File: src/hdl/mep_pkg.sv
// ----------------------------------------------------------------------------
// mep_pkg: shared types and constants for the majority element search
// Item and result structs, the sequencer state type, the fallback stack
// control and status structs, and the sizes derived from MAX_ITEMS.
// ----------------------------------------------------------------------------
package mep_pkg;

    // Largest set that the element store holds.
    localparam int MAX_ITEMS = 1024;

    localparam int DATA_W = 32;
    localparam int CNT_W  = $clog2(MAX_ITEMS + 1);
    localparam int ADDR_W = (MAX_ITEMS > 1) ? $clog2(MAX_ITEMS) : 1;

    // One fallback entry per reduction level; a set of MAX_ITEMS items
    // needs at most ADDR_W levels, plus one entry of margin.
    localparam int FB_DEPTH = ADDR_W + 1;
    localparam int FB_PTR_W = $clog2(FB_DEPTH + 1);
    localparam int FB_IDX_W = (FB_DEPTH > 1) ? $clog2(FB_DEPTH) : 1;

    localparam logic [CNT_W-1:0] MAX_CNT = CNT_W'(MAX_ITEMS);

    typedef struct packed {
        logic signed [DATA_W-1:0] value;
        logic                     last;
    } in_item_t;

    typedef struct packed {
        logic signed [DATA_W-1:0] majority;
        logic                     found;
    } out_item_t;

    typedef enum logic [2:0] {
        ST_LOAD,
        ST_LVL_START,
        ST_SWEEP,
        ST_CAND_RD,
        ST_UNWIND,
        ST_COUNT,
        ST_EMIT
    } state_t;

    typedef struct packed {
        logic              push;
        logic              pop;
        logic              odd;
        logic [DATA_W-1:0] value;
    } fb_ctrl_t;

    typedef struct packed {
        logic              empty;
        logic              vld;
        logic [DATA_W-1:0] value;
    } fb_top_t;

endpackage

File: src/hdl/mep_fb_stack.sv
// ----------------------------------------------------------------------------
// mep_fb_stack: fallback stack of the reduction levels
// Each level pushes its last item and whether the level was odd; the
// unwind pass pops the entries from the deepest level upward.
// ----------------------------------------------------------------------------
module mep_fb_stack (
    input  logic               clk,
    input  logic               rst_n,
    input  mep_pkg::fb_ctrl_t  ctrl,
    output mep_pkg::fb_top_t   top
);

    logic [mep_pkg::FB_PTR_W-1:0] depth_reg;
    logic [mep_pkg::FB_PTR_W-1:0] depth_next;
    logic [mep_pkg::FB_PTR_W-1:0] top_ptr;
    logic [mep_pkg::FB_IDX_W-1:0] push_idx;
    logic [mep_pkg::FB_IDX_W-1:0] top_idx;

    logic                        vld_reg [mep_pkg::FB_DEPTH];
    logic [mep_pkg::DATA_W-1:0]  val_reg [mep_pkg::FB_DEPTH];

    assign top_ptr  = depth_reg - 1'b1;
    assign push_idx = depth_reg[mep_pkg::FB_IDX_W-1:0];
    assign top_idx  = top_ptr[mep_pkg::FB_IDX_W-1:0];

    always_comb
    begin
        priority if (ctrl.push)
        begin
            depth_next = depth_reg + 1'b1;
        end
        else if (ctrl.pop && (depth_reg != '0))
        begin
            depth_next = top_ptr;
        end
        else
        begin
            depth_next = depth_reg;
        end
    end

    always_ff @(posedge clk or negedge rst_n)
    begin
        if (!rst_n)
        begin
            depth_reg <= '0;
        end
        else
        begin
            depth_reg <= depth_next;
        end
    end

    // Entries are always pushed before they are popped, so they need no reset.
    always_ff @(posedge clk)
    begin
        if (ctrl.push)
        begin
            vld_reg[push_idx] <= ctrl.odd;
            val_reg[push_idx] <= ctrl.value;
        end
    end

    assign top.empty = (depth_reg == '0);
    assign top.vld   = vld_reg[top_idx];
    assign top.value = val_reg[top_idx];

endmodule

File: config.mk
export PLATFORM = sky130hd
export DESIGN_NAME = mep_fb_stack
export DESIGN_NICKNAME = d
export VERILOG_FILES = /design/src/hdl/mep_pkg.sv /design/src/hdl/mep_fb_stack.sv
export SDC_FILE = /design/constraint.sdc
export NUM_CORES = 1
export LEC_CHECK = 0
export BUFFER_PORTS_ARGS = -buffer_cell sky130_fd_sc_hd__buf_2
export CORE_MARGIN = 3
export CORE_UTILIZATION = 35
export DETAILED_ROUTE_END_ITERATION = 6
export GPL_TIMING_DRIVEN = 0
export PLACE_DENSITY_LB_ADDON = 0.3
export SLEW_MARGIN = 20
export SYNTH_ARGS = -nofsm -noshare
export SYNTH_HDL_FRONTEND = slang
export SYNTH_SLANG_ARGS = --single-unit
File: constraint.sdc
create_clock -name clk -period 4.33 [get_ports clk]
set_input_delay 0.433 -clock clk [delete_from_list [all_inputs] [get_ports clk]]
set_output_delay 0.433 -clock clk [all_outputs]
set_load 0.02 [all_outputs]
# Word level (Yosys, flattened, before mapping)
# Memories as Yosys holds them, arrays and structs flattened.
# Cells that the tools add are included.
# totals
reg_bits,4
ram_bits,363
input_bits,37
out_inout_bits,34
elab_cells,13
n_memories,2
# memory_table
memory,depth,width,read_ports,rd_ports_with_merged_regs,write_ports,line,source
val_reg,11,32,1,0,1,mep_fb_stack.sv:20,logic [mep_pkg::DATA_W-1:0] val_reg [mep_pkg::FB_DEPTH];
vld_reg,11,1,1,0,1,mep_fb_stack.sv:19,logic vld_reg [mep_pkg::FB_DEPTH];
# op_classes
n_addsub,2
mux,4
n_reduce_logical,4
# op_table
cell,n
two-way mux 4 bit,2
adder 4 x 1 -> 4 bit (second input constant),1
logical NOT 4 bit,1
nonzero test 4 bit,1
subtractor 4 x 1 -> 4 bit (second input constant),1
two-way mux 1 bit,2
nonzero test 2 bit,1
logical AND 1 bit,1

# Depth between registers and ports, before layout
# depth
ltp_word,4
ltp_mapped,11
depth_no_buf,6

# Least setup slack after synthesis
# No wires, ideal clock.
# synth_timing
path_type,register -> register
startpoint,register depth_reg[0] in the netlist's numbering
endpoint,memory val_reg[0][0] in the netlist's numbering (enable)
setup_time_ns,0.471
arrival_ns,3.879
t_required_ns,3.859
path_slack_ns,-0.020
path_stages_with_launch,8
path_buffers,3
period_less_slack_ns,4.350
path_cell_list,dfrtp_1 -> buf_4 -> buf_4 -> buf_2 -> inv_1 -> ha_1 -> nand2b_1 -> nor3b_1
# synth_rtl
item,line,source
start: declaration,mep_fb_stack.sv:13,logic [mep_pkg::FB_PTR_W-1:0] depth_reg;
start signal: assignment,mep_fb_stack.sv:50,depth_reg <= depth_next;
end: declaration,mep_fb_stack.sv:20,
# No word-level cell before the write port.

==> qor.yml <==
crit_family: "buffers and inverters"
start_util_pct: 35.9
hp-class: "in -> reg"
dr_wl_met2_mm: 15.5
cts_buffers: 38
finalMaxSlewViolations: 0
setup-violations-final: 0
syn_inst: 796
vias: 7482
rsz0062_at_grt: "no"
power.leakage_nw: 5.97
avgSynthCellArea_um2: 18.2
met1Wirelength_mm: 15.1
htreeDepth: 2
highest_layer: "met5"
hold_violations: 0
gr-total-overflow: 0
area_growth_pct: 17.9
worstPathRequired_ps: 3900
place_congestion: 0.724
yosys.area.top_type: "edfxtp_1"
cp.buffers_inverters: 6
cts_tree: "yes"
clock_sinks: 367
routed_via_density: 5.05
ys_ff_latch: 367
worstPathArrival_ps: 3540
first_pass_iters: 4
drv_cap: 0
drt_iter0_drc: 595
root_buffer: "clkbuf_16"
crit_type: "reg -> out"
grt_antenna_before_repair: 3
largest_register_ffs: 352
nNetsFinal: 972
critPathMaxFanout: 19
whs_ps: 215
synth_area_mm2: 0.0145
core-area_mm2: 0.0403
grt_pass1_wl_mm: 49.3
wl_per_cell_um: 22.3
crit_path_max_incr_delay_ps: 410
cp_slowest_cell: "dfrtp_1"
place_inst: 1415
clk_latency_ps: 520
setup_slack_ps: 359
route.detailed.drc: 0
fp.dieH_um: 209
met3WireLength_mm: 1.83
ant_nets: 0
irDropWorstVdd_uv: 516
post-route-min-period_ps: 3970
wirelength_mm: 33.1
portBuffers: 70
ys_seq_area_share_pct: 76.1
dp_hpwl_mm: 21.6
synthesis.nets: 838
ys_types: 31
cp_common_cell: "buf_2"
ys.flop_type: "edfxtp_1"
instances_no_fill: 1483
netlist.area_leader.share_pct: 75.4
ys_async_sr_fraction_pct: 1.09
synth_edf_count: 363
startpoint_type: "register"
power_density_mw_per_mm2: 801
clockBufferDepth: 3
yosysMostFrequentCell: "edfxtp_1"
grt_pass1_vias: 7749
drive_gt1_share_pct: 23.1
dp_slack_ps: 379
die-area_mm2: 0.0438
boundaryPins: 71
synth_area_leaders: "edfxtp_1 (75%), mux2i_1 (11%), a22oi_1 (3.5%)"
yosys-top-cells-count: "edfxtp_1 (363), mux2i_1 (165), a22oi_1 (67)"
path_cells: "buf_4 > buf_4 > inv_1 > ha_1 > xor2_1 > and2_1 > buf_2 > buf_2 > a22oi_1 > a31o_1 > buf_2"
fmax_mhz: 252
finalCritPeriodShare_pct: 91.7
grt_start_max_net_pins: 20
yosysWarnings: 0
rows: 73
worst_slew_pin_slew_ps: 784
clk_pin_slew_worst_paths_ps: 60
cts_setup_buffers: 0
grtUsageTotal_pct: 15.0
die_w_um: 209
relSlewSlack_pct: 47.6
end_kind: "output pin"
status: "completed"
clock-skew-final_ps: 19.6
metrics by stage:
step / total power, W / setup TNS [ps] / util, % / instance area, um^2
after floorplan: 0.00838 / 0 / - / 14500
after global placement: 0.0105 / -266960 / 38.4 / 15500
after detailed placement: 0.0107 / 0 / 39.4 / 15900
after CTS: 0.0138 / 0 / 42.3 / 17000
after global routing: 0.0143 / 0 / 42.3 / 17000
final: 0.0137 / 0 / 42.3 / 17000
what timing repair did:
item / 4_1_cts / 5_1_grt
gates cloned: 0 / 0
endpoints found under the hold margin: 4 / 0
endpoints found under the setup margin: 20 / 23
resized for setup: 3 / 2
hold buffers: 1 / 0
cell usage in the layout (no fill, tap or decap), types with 18 or more instances in the layout:
cell       synthesis  final
clkbuf_16          0     39
buf_2             32    102
clkbuf_1          10     18
buf_4              5     19
nor2_1            43     35
a22oi_1           67     67
a211oi_1          23     23
a31o_1            20     20
mux2i_1          165    165
edfxtp_1         363    363
layer usage:
layer,track usage [%],vias to the layer above
met4,3.72,4
met1,20.9,3777
met3,2.93,44
li1,-,3481
met5,0,-
met2,24.2,176
power breakdown:
group	leakage [nW]	internal (W)	switching [W]	total [W]
Clock	0.568	0.00183	0.00128	0.00311
Sequential	3.33	0.00429	0.0000885	0.00437
Combinational	2.07	0.00216	0.00401	0.00617
Total	5.97	0.00827	0.00538	0.0137
logic make-up after synthesis:
| kind of cell | after synthesis | synth area share, % |
|---|---|---|
| xor gates and xnor gates | 6 | 0.416 |
| muxes | 165 | 11.4 |
| DFF | 367 | 76.1 |
| buffers and inverters | 53 | 1.94 |
| and+or+nand+nor | 63 | 1.97 |
| adders and majority gates | 5 | 0.433 |
| AOI/OAI and AO/OA | 137 | 7.72 |
worst paths after layout:
kind                       cells past startpoint              to  slack [ps]    startpoint
hold / removal                                 1  val_reg[8][11]         210      ctrl[11]
min in group asynchronous                      2    depth_reg[2]         260         rst_n
hold reg to reg                                2    depth_reg[2]         700  depth_reg[2]
max in group asynchronous                      2    depth_reg[0]        3940         rst_n
setup / recovery                              11         top[14]         360  depth_reg[0]
setup reg to reg                               8  val_reg[0][21]        1490  depth_reg[0]
worst reg2reg max path: stages, from the launching register on:
cell	delay, ps
dfrtp_1	420
buf_4	200
buf_4	270
inv_1	150
ha_1	290
nand2b_1	240
nor3b_4	560
buf_8	220
buf_6	190
layout make-up:
class,count,area (um^2)
fillers,3556,23200
flip-flops and latches,367,11000
multi-input cells,376,3250
clock buffers,49,1010
repair buffers,95,677
well taps,525,657
plain buffers,50,272
clock inverters,18,163
inverters,2,7.51
diodes,1,2.50
Note: power is estimated with default switching activity, not from simulation.
